### config.mk
export PLATFORM = sky130hd
export DESIGN_NAME = pip_front_flat
export DESIGN_NICKNAME = d
export VERILOG_FILES = /design/src/design/pip_pkg.sv /design/src/design/pip_if.sv /design/src/design/pip_front.sv /design/src/flat_wrapper.sv
export SDC_FILE = /design/constraint.sdc
export NUM_CORES = 1
export LEC_CHECK = 0
export BUFFER_PORTS_ARGS = -buffer_cell sky130_fd_sc_hd__clkbuf_2
export CORE_ASPECT_RATIO = 0.7
export CORE_MARGIN = 1.5
export CORE_UTILIZATION = 45
export CTS_BUF_LIST = sky130_fd_sc_hd__clkbuf_4 sky130_fd_sc_hd__clkbuf_8 sky130_fd_sc_hd__clkbuf_16
export CTS_CLUSTER_SIZE = 12
export DETAILED_ROUTE_END_ITERATION = 16
export GPL_TIMING_DRIVEN = 0
export REMOVE_ABC_BUFFERS = 1
export SYNTH_ARGS = -nofsm -noshare
export SYNTH_HDL_FRONTEND = slang
export SYNTH_SLANG_ARGS = --single-unit
### constraint.sdc
create_clock -name clk -period 5.77 [get_ports clk]
set_input_delay 0.2885 -clock clk [delete_from_list [all_inputs] [get_ports clk]]
set_output_delay 0.2885 -clock clk [all_outputs]
set_load 0.03 [all_outputs]
### src/design/pip_pkg.sv
// shared constants and types for the winding-number point-in-polygon block
`timescale 1ns / 1ps
package pip_pkg;

  // default sizes handed to the top level
  localparam int MAX_VERTS_DEF  = 256;
  localparam int COORD_BITS_DEF = 16;

  // request codes on the input channel
  localparam logic [1:0] REQ_CLEAR  = 2'd0;
  localparam logic [1:0] REQ_APPEND = 2'd1;
  localparam logic [1:0] REQ_QUERY  = 2'd2;

  // result formatting
  localparam int MIN_POLY = 3;
  localparam int WIND_W   = 9;
  localparam int WIND_MAX = 255;
  localparam int WIND_MIN = -256;

  // command queue between front and back
  localparam int FIFO_DEPTH = 4;
  localparam int FIFO_AW    = $clog2(FIFO_DEPTH);

  typedef enum logic [1:0] {
    OP_CLEAR  = 2'd0,
    OP_APPEND = 2'd1,
    OP_QUERY  = 2'd2
  } op_t;

  typedef enum logic [2:0] {
    ST_IDLE  = 3'b001,
    ST_WALK  = 3'b010,
    ST_DRAIN = 3'b100
  } state_t;

endpackage

### src/design/pip_if.sv
// channel interfaces: request input and query result output
`timescale 1ns / 1ps
interface pip_in_if #(
  parameter int COORD_BITS = pip_pkg::COORD_BITS_DEF
);
  logic                         valid;
  logic                         ready;
  logic [1:0]                   req_type;
  logic signed [COORD_BITS-1:0] coord_x;
  logic signed [COORD_BITS-1:0] coord_y;

  modport source (output valid, output req_type, output coord_x, output coord_y,
                  input ready);
  modport sink   (input valid, input req_type, input coord_x, input coord_y,
                  output ready);
endinterface


### src/design/pip_front.sv
// front end: decodes requests and queues them as commands for the back end
`timescale 1ns / 1ps
module pip_front #(
  parameter int COORD_BITS = pip_pkg::COORD_BITS_DEF
) (
  input  logic                         clk,
  input  logic                         rst_n,
  pip_in_if.sink                       in_ch,
  output logic                         cmd_valid,
  input  logic                         cmd_ready,
  output pip_pkg::op_t                 cmd_op,
  output logic signed [COORD_BITS-1:0] cmd_x,
  output logic signed [COORD_BITS-1:0] cmd_y
);

  localparam int CW = pip_pkg::FIFO_AW + 1;

  pip_pkg::op_t                 op_q   [pip_pkg::FIFO_DEPTH];
  logic signed [COORD_BITS-1:0] x_q    [pip_pkg::FIFO_DEPTH];
  logic signed [COORD_BITS-1:0] y_q    [pip_pkg::FIFO_DEPTH];
  logic [pip_pkg::FIFO_AW-1:0]  wr_ptr_r;
  logic [pip_pkg::FIFO_AW-1:0]  rd_ptr_r;
  logic [CW-1:0]                cnt_r;
  logic                         in_xfer;
  logic                         push;
  logic                         pop;
  pip_pkg::op_t                 dec_op;

  // unknown request code is taken and dropped
  always_comb begin
    dec_op = pip_pkg::OP_CLEAR;
    push   = 1'b0;
    case (in_ch.req_type)
      pip_pkg::REQ_CLEAR: begin
        dec_op = pip_pkg::OP_CLEAR;
        push   = in_xfer;
      end
      pip_pkg::REQ_APPEND: begin
        dec_op = pip_pkg::OP_APPEND;
        push   = in_xfer;
      end
      pip_pkg::REQ_QUERY: begin
        dec_op = pip_pkg::OP_QUERY;
        push   = in_xfer;
      end
      default: begin
        dec_op = pip_pkg::OP_CLEAR;
        push   = 1'b0;
      end
    endcase
  end

  assign in_ch.ready = (cnt_r != CW'(pip_pkg::FIFO_DEPTH));
  assign in_xfer     = in_ch.valid && in_ch.ready;
  assign cmd_valid   = (cnt_r != '0);
  assign pop         = cmd_valid && cmd_ready;
  assign cmd_op      = op_q[rd_ptr_r];
  assign cmd_x       = x_q[rd_ptr_r];
  assign cmd_y       = y_q[rd_ptr_r];

  always_ff @(posedge clk) begin
    if (!rst_n) begin
      wr_ptr_r <= '0;
      rd_ptr_r <= '0;
      cnt_r    <= '0;
    end else begin
      if (push) wr_ptr_r <= wr_ptr_r + pip_pkg::FIFO_AW'(1);
      if (pop)  rd_ptr_r <= rd_ptr_r + pip_pkg::FIFO_AW'(1);
      if (push && !pop)      cnt_r <= cnt_r + CW'(1);
      else if (pop && !push) cnt_r <= cnt_r - CW'(1);
    end
  end

  always_ff @(posedge clk) begin
    if (push) begin
      op_q[wr_ptr_r] <= dec_op;
      x_q[wr_ptr_r]  <= in_ch.coord_x;
      y_q[wr_ptr_r]  <= in_ch.coord_y;
    end
  end

endmodule

### src/flat_wrapper.sv
// flat-port wrapper written by rule: the top's interface ports become plain ports
module pip_front_flat 
#(
  parameter int COORD_BITS = pip_pkg::COORD_BITS_DEF
)
  (clk, rst_n, cmd_valid, cmd_ready, cmd_op, cmd_x, cmd_y, in_ch_valid, in_ch_req_type, in_ch_coord_x, in_ch_coord_y, in_ch_ready);
  pip_in_if #(.COORD_BITS(COORD_BITS)) in_ch_i ();
  input  logic clk;
  input  logic rst_n;
  output logic cmd_valid;
  input  logic cmd_ready;
  output pip_pkg::op_t cmd_op;
  output logic signed [COORD_BITS-1:0] cmd_x;
  output logic signed [COORD_BITS-1:0] cmd_y;
  input wire logic [$bits(in_ch_i.valid)-1:0] in_ch_valid;
  input wire logic [$bits(in_ch_i.req_type)-1:0] in_ch_req_type;
  input wire logic [$bits(in_ch_i.coord_x)-1:0] in_ch_coord_x;
  input wire logic [$bits(in_ch_i.coord_y)-1:0] in_ch_coord_y;
  output wire logic [$bits(in_ch_i.ready)-1:0] in_ch_ready;
  assign in_ch_i.valid = in_ch_valid;
  assign in_ch_i.req_type = in_ch_req_type;
  assign in_ch_i.coord_x = in_ch_coord_x;
  assign in_ch_i.coord_y = in_ch_coord_y;
  assign in_ch_ready = in_ch_i.ready;
  pip_front #(.COORD_BITS(COORD_BITS)) u_core (.clk(clk), .rst_n(rst_n), .in_ch(in_ch_i), .cmd_valid(cmd_valid), .cmd_ready(cmd_ready), .cmd_op(cmd_op), .cmd_x(cmd_x), .cmd_y(cmd_y));
endmodule
==> results of run 1 <==
-- per-layer routing --
| metal | part of all wire | GRT usage | vias to the layer above |
|---|---|---|---|
| met5 | 0 | 0 | - |
| met4 | 0.013 | 0.0726 | 0 |
| met3 | 0.058 | 0.0580 | 15 |
| met2 | 0.49 | 0.257 | 67 |
| met1 | 0.44 | 0.194 | 1278 |
| li1 | - | - | 1134 |
-- worst paths after layout --
| kind | from | to | slack [ps] | depth (start not counted) |
|---|---|---|---|---|
| worst max-delay path | u_core.cnt_r[0] | u_core.cnt_r[2] | 3340 | 8 |
| worst min register to register | u_core.wr_ptr_r[1] | u_core.wr_ptr_r[1] | 500 | 2 |
| worst min-delay path | in_ch_coord_y[13] | u_core.y_q[0][13] | 90 | 1 |
| worst max register to register | u_core.cnt_r[0] | u_core.cnt_r[2] | 3340 | 8 |
-- cell families (layout without fill, tap and decap cells) --
family	after synthesis	after routing
buf+inv	13	115
compound gates	5	5
fa+ha+maj	6	6
flops	145	145
mux	37	37
simple gates	19	19
xor+xnor	4	4
-- cell usage in the layout, fill, tap and decap left out, drive strengths merged --
cell type,Yosys,layout
a221oi,1,1
and2,8,8
o311ai,1,1
xnor2,3,3
nor2,1,1
clkinvlp,0,1
or3,2,2
bufinv,0,5
nor2b,3,3
mux2i,3,3
a21boi,1,1
ha,5,5
o31ai,1,1
dfxtp,9,9
mux4,34,34
fa,1,1
o21ai,1,1
xor2,1,1
clkinv,0,8
edfxtp,136,136
buf,7,6
nand2,5,5
clkbuf,2,91
inv,4,4
-- registers in the layout, indices dropped and copies added (netlist names), named ones only --
| register | cells |
|---|---|
| u_core.x_q | 64 |
| u_core.y_q | 64 |
| u_core.op_q | 8 |
| u_core.cnt_r | 3 |
| u_core.rd_ptr_r | 2 |
| u_core.wr_ptr_r | 2 |
-- stage by stage --
step	instance area (um2)	hold slack (ps)	total power, mW	util	setup slack [ps]
global route	6710	79.5	3.38	0.572	3180
detailed placement	6080	493	2.13	0.518	3350
CTS	6710	74.5	3.29	0.572	3320
finish	6710	92.5	3.25	0.572	3340
floorplan	5360	387	1.88	-	3190
global placement	5920	489	2.09	0.505	2470
-- worst max-delay path: cells and delay by family (launching register included) --
family / cells / cell delay, ps
xor gates and xnor gates: 1 / 180
DFF: 1 / 500
adders and majority gates: 2 / 660
buffers and inverters: 1 / 60
and+or+nand+nor: 2 / 420
AOI/OAI and AO/OA: 2 / 560
-- report_power, final --
part | total, mW | internal [mW] | switching, mW
logic | 0.776 | 0.321 | 0.455
registers | 1.32 | 1.25 | 0.0690
clock network | 1.16 | 0.762 | 0.394
total | 3.25 | 2.33 | 0.918
-- layout make-up --
cell class              instances  area (um2)
fillers                       906        5020
flip-flops and latches        145        4270
multi-input cells              71        1090
repair buffers                 79         515
clock buffers                  18         433
well taps                     157         196
clock inverters                14         194
inverters                       4        15.0
==> key figures, run 1 <==
Run status
  – Status: finished clean

Synthesis
  – Yosys warns: 0
  – Xor and xnor fraction of the mapped netlist area: 0.00645
  – Unique cell type count in the Yosys netlist: 23
  – Syn avg cell area: 23.7 um2
  – Post-Synth Adder-Cell Area: 0.0152
  – Synth Area in Simple Gates: 0.0198
  – Cell count after synthesis: about 230
  – Complex-gate fraction of the synthesized area: 0.0111
  – Mapped Area: 0.00543 mm2
  – Sequential area share after synthesis: 0.786
  – Area leader, netlist: edfxtp_1
  – Main synth FF type: edfxtp_1
  – #FFs+latches synth: 145
  – Mux contribution to synthesized area: 0.147
  – Top-area cell type share of the netlist area: 0.752
  – Async set-reset flop share out of synthesis: 0
  – Most frequent cell after synthesis: edfxtp_1
  – Commonest cells post-synth: edfxtp_1, mux4_2, dfxtp_1
  – EDFF count, synth: ~140
  – Largest family of logic cells by synthesized area: multiplexers
  – Synth area leaders: edfxtp_1, mux4_2, dfxtp_1, ha_1, and2_1

Clock network
  – Hold-fix buffers, CTS: 0
  – Clk_lat worst skew: 410 ps
  – Clock tree buffer depth: 2
  – CTS clk-pin slew, worst paths: about 60 ps
  – CTS Buf Count: 17
  – CTS tree: built
  – H-tree depth: 4
  – Clock Tree Root: clkbuf_16
  – Resized Gates After CTS: 0
  – CTS sink cnt: 145
  – Setup Fix Bufs, Post-CTS: 0

Floorplanning
  – Die area: between 0.01 and 0.015 mm2
  – Num ports: 74
  – Die Wd: 134 um
  – Core ar.: about 0.012 mm2
  – Initial Util: 0.463
  – Site Rows: 33
  – Die Ht: 94.9 um

Layout
  – Layout cells sized above 1: 0.450
  – Synth-to-Final Area Change: 23.6%
  – Non-filler cells, final: 488
  – Antenna cells: 0
  – Final net count: 362

Critical path
  – Worst Setup End Kind: flip-flop
  – CP arrival: 2780 ps
  – Startpoint Class: flip-flop
  – CP max stage delay: 500 ps
  – CP max-delay cell: dfxtp_1
  – CP Class: flip-flop to flip-flop
  – CP Cell Sequence: nor2_2 > a221oi_4 > ha_1 > inv_1 > fa_1 > xor2_1 > or3_1 > a21boi_1
  – CP required: just over 6000 ps
  – Worst-path maximum fanout: 7

Power and ir drop
  – IR drop worst, VDD: ~260 uV
  – Pwr Density: around 480 mW/mm2
  – Leakage: 2.31 nW

Drt
  – Post-route DRC: 0
  – DRT antenna net count: 0
  – Final WL: 9140 um
  – Drt wl/cell: 18.7 um
  – DR vias/cell: 5.11
  – Total number of vias: approximately 2,500
  – Router iterations before antenna repair: 4
  – Initial drt markers: 122

Place
  – IO buf count: 73
  – Hpwl dp: 5380 um
  – Placed insts: 456
  – GPL Wtd Cong: 0.729

STA
  – Setup Viol. Count Final: 0
  – Period utilization: 0.421
  – Setup_tns: 0 ps
  – Hold Fails Final Rpt: 0
  – Max-slew violations: 0
  – Max Clk Rate: 412 MHz
  – Slew headroom: 0.661
  – Skew final: 11.0 ps
  – Tmin final: 2430 ps
  – RSZ-0062 raised after global routing: false
  – Worst-margin pin slew: 509 ps

Worst hold path
  – Worst min-delay path class: input port to flip-flop

Global routing
  – Largest net degree at the start of global routing: 32
  – GRT Total Usage: 0.159
  – Antenna violations before repair: 0
  – GRT overflow: 0
  – Global-route wire length before repair: 14,100 um
  – Vias in the first global route: 2,589

Flow run
  – MaxCap Viol Count: 0
Power figures use the tool's default switching activity.
==> run 2: changes to the inputs <==
clock period = 2.35 ns   (was 5.77 ns; I/O delays follow)
==> key figures, run 2 (synthesis results as in run 1) <==
Run status
  – Status: finished clean

Floorplanning
  – Initial Util: 0.463 (unchanged)
  – Site Rows: 33 (unchanged)
  – Die Wd: 134 um (unchanged)
  – Core ar.: 0.0117 mm2 (unchanged)
  – Die Ht: 94.9 um (unchanged)
  – Die area: 0.0127 mm2 (unchanged)
  – Num ports: 74 (unchanged)

Drt
  – Total number of vias: 2,595 (+4.0%)
  – Drt wl/cell: 18.1 um (-3.3%)
  – DR vias/cell: 4.98 (-2.5%)
  – Final WL: 9440 um (+3.2%)
  – DRT antenna net count: 0 (unchanged)
  – Router iterations before antenna repair: 4 (unchanged)
  – Initial drt markers: 156 (+28%)
  – Post-route DRC: 0 (unchanged)

Clock network
  – Clock tree buffer depth: 2 (unchanged)
  – CTS sink cnt: 145 (unchanged)
  – CTS clk-pin slew, worst paths: 60 ps (about the same)
  – H-tree depth: 4 (unchanged)
  – CTS tree: built
  – Clk_lat worst skew: 410 ps (about the same)
  – Clock Tree Root: clkbuf_16
  – CTS Buf Count: 17 (unchanged)

Place
  – IO buf count: 73 (unchanged)
  – GPL Wtd Cong: 0.729 (unchanged)
  – Hpwl dp: 5380 um (unchanged)
  – Placed insts: 456 (unchanged)

STA
  – Slew headroom: 0.669 (+0.00865)
  – Setup_tns: 0 ps (unchanged)
  – Worst-margin pin slew: 496 ps (-13.0 ps)
  – Max-slew violations: 0 (unchanged)
  – Period utilization: 0.935
  – Max Clk Rate: 455 MHz
  – RSZ-0062 raised after global routing: false
  – Setup Viol. Count Final: 0 (unchanged)
  – Skew final: 9.35 ps (-1.63 ps)
  – Tmin final: 2200 ps
  – Final hold slack: 57.4 ps (-35.1 ps)
  – Hold Fails Final Rpt: 0 (unchanged)

Power and ir drop
  – Pwr Density: 1140 mW/mm2 (+140%)
  – Clk pwr share: 0.354 (-0.002)
  – Reg power frac: 0.403 (-0.002)
  – IR drop worst, VDD: 637 uV (+150%)
  – Switch share: 0.282 (-0.000412)
  – Switching power: 2.27 mW (+150%)
  – Internal power: 5.76 mW (+150%)
  – Leakage: 2.45 nW (+6.0%)
  – Combinational power share: 0.243 (+0.004)

Layout
  – Synth-to-Final Area Change: 29.6%
  – Antenna cells: 0 (unchanged)
  – Commonest non-fill, non-tap cell in the layout: edfxtp_1
  – FF+latch area: 0.00427 mm2 (about the same)
  – Area of the multi-input gates: 0.00109 mm2 (unchanged)
  – Most frequent cells in the layout: edfxtp_1, clkbuf_2, mux4_2
  – Layout cells sized above 1: 0.418 (-0.0326)
  – # fillers: 890 (-1.8%)
  – Non-filler cells, final: 521 (+6.8%)
  – Top Registers: u_core.x_q: 64 flops, u_core.y_q: 64 flops, u_core.op_q: 8 flops
  – Final net count: 395 (+9.1%)

Critical path
  – Worst-path maximum fanout: 23 (+16)
  – CP required: 2230 ps (-3890 ps)
  – Startpoint Class: flip-flop
  – CP arrival: 2080 ps (-700 ps)
  – R2R setup slack: 200 ps (-3140 ps)
  – CP Class: flip-flop to output pin
  – Worst Setup End Kind: output pin

Global routing
  – Antenna violations before repair: 0 (unchanged)
  – Vias in the first global route: 2,729 (+5.4%)
  – GRT Total Usage: 0.164 (+0.00527)
  – Largest net degree at the start of global routing: 32 (unchanged)
  – Global-route wire length before repair: 14,700 um (+4.1%)
  – GRT overflow: 0 (unchanged)

Flow run
  – MaxCap Viol Count: 0 (unchanged)

Worst hold path
  – Worst min-delay path class: input port to flip-flop
-- run 2: cell types whose count changed in the layout (fill, tap and decap cells not counted) --
cell,previous run,this run
buf_4,0,1
dfxtp_1,7,5
dlygate4sd3_1,0,32
dfxtp_2,2,4
-- run 2: path summary, 6_finish.rpt --
kind                                          from                 end  cells after the start
worst min register to register  u_core.wr_ptr_r[1]  u_core.wr_ptr_r[1]                      2
worst min-delay path                         rst_n     u_core.cnt_r[1]                      2
worst max-delay path                     flip-flop           cmd_y[14]                      3
worst max register to register     u_core.cnt_r[0]     u_core.cnt_r[2]                      8
-- run 2: what timing repair did --
item	CTS	global route
endpoints found under the setup margin	1	1
endpoints found under the hold margin	128	0
hold buffers	32	0
setup buffers	1	0
resized for setup	0	2
pin swaps	1	0
cloned	0	0
-- run 2: power groups by stage --
stage | Combinational, mW | Clock [mW] | Sequential (mW)
detailed placement | 1.93 | 0 | 3.29
finish | 1.95 | 2.84 | 3.24
CTS | 1.99 | 2.90 | 3.24
floorplan | 1.30 | 0 | 3.33
global route | 2.08 | 3.00 | 3.27
global placement | 1.72 | 0 | 3.42
-- run 2: layout make-up --
cell class | instances | area share
Multi-Input combinational cell | 71 | 0.154
Clock inverter | 14 | 0.0276
Tap cell | 157 | 0.0279
Clock buffer | 18 | 0.0615
Timing Repair Buffer | 112 | 0.120
Inverter | 4 | 0.00213
Sequential cell | 145 | 0.607
-- run 2: worst max-delay path, stage by stage, from the launching register on --
cell      delay [ps]
dfxtp_2          620
buf_12           290
mux4_2           550
clkbuf_2         200
-- run 2: routing by layer --
metal  vias to the layer above  global-route usage  routed length (um)
met3                        15              0.0548                 532
met2                        71               0.273                4720
li1                       1201                   -                   -
met1                      1308               0.198                4060
met5                         -                   0                   0
met4                         0              0.0726                 128
-- run 2: stage by stage --
step                worst slack, ps  power, mW   util  cell area [um2]
global route                  0.385       8.36  0.600             7040
finish                          152       8.03  0.600             7040
floorplan                     -55.8       4.62      -             5360
detailed placement            -68.8       5.22  0.518             6080
CTS                            80.9       8.13  0.600             7030
global placement               -782       5.14  0.505             5920
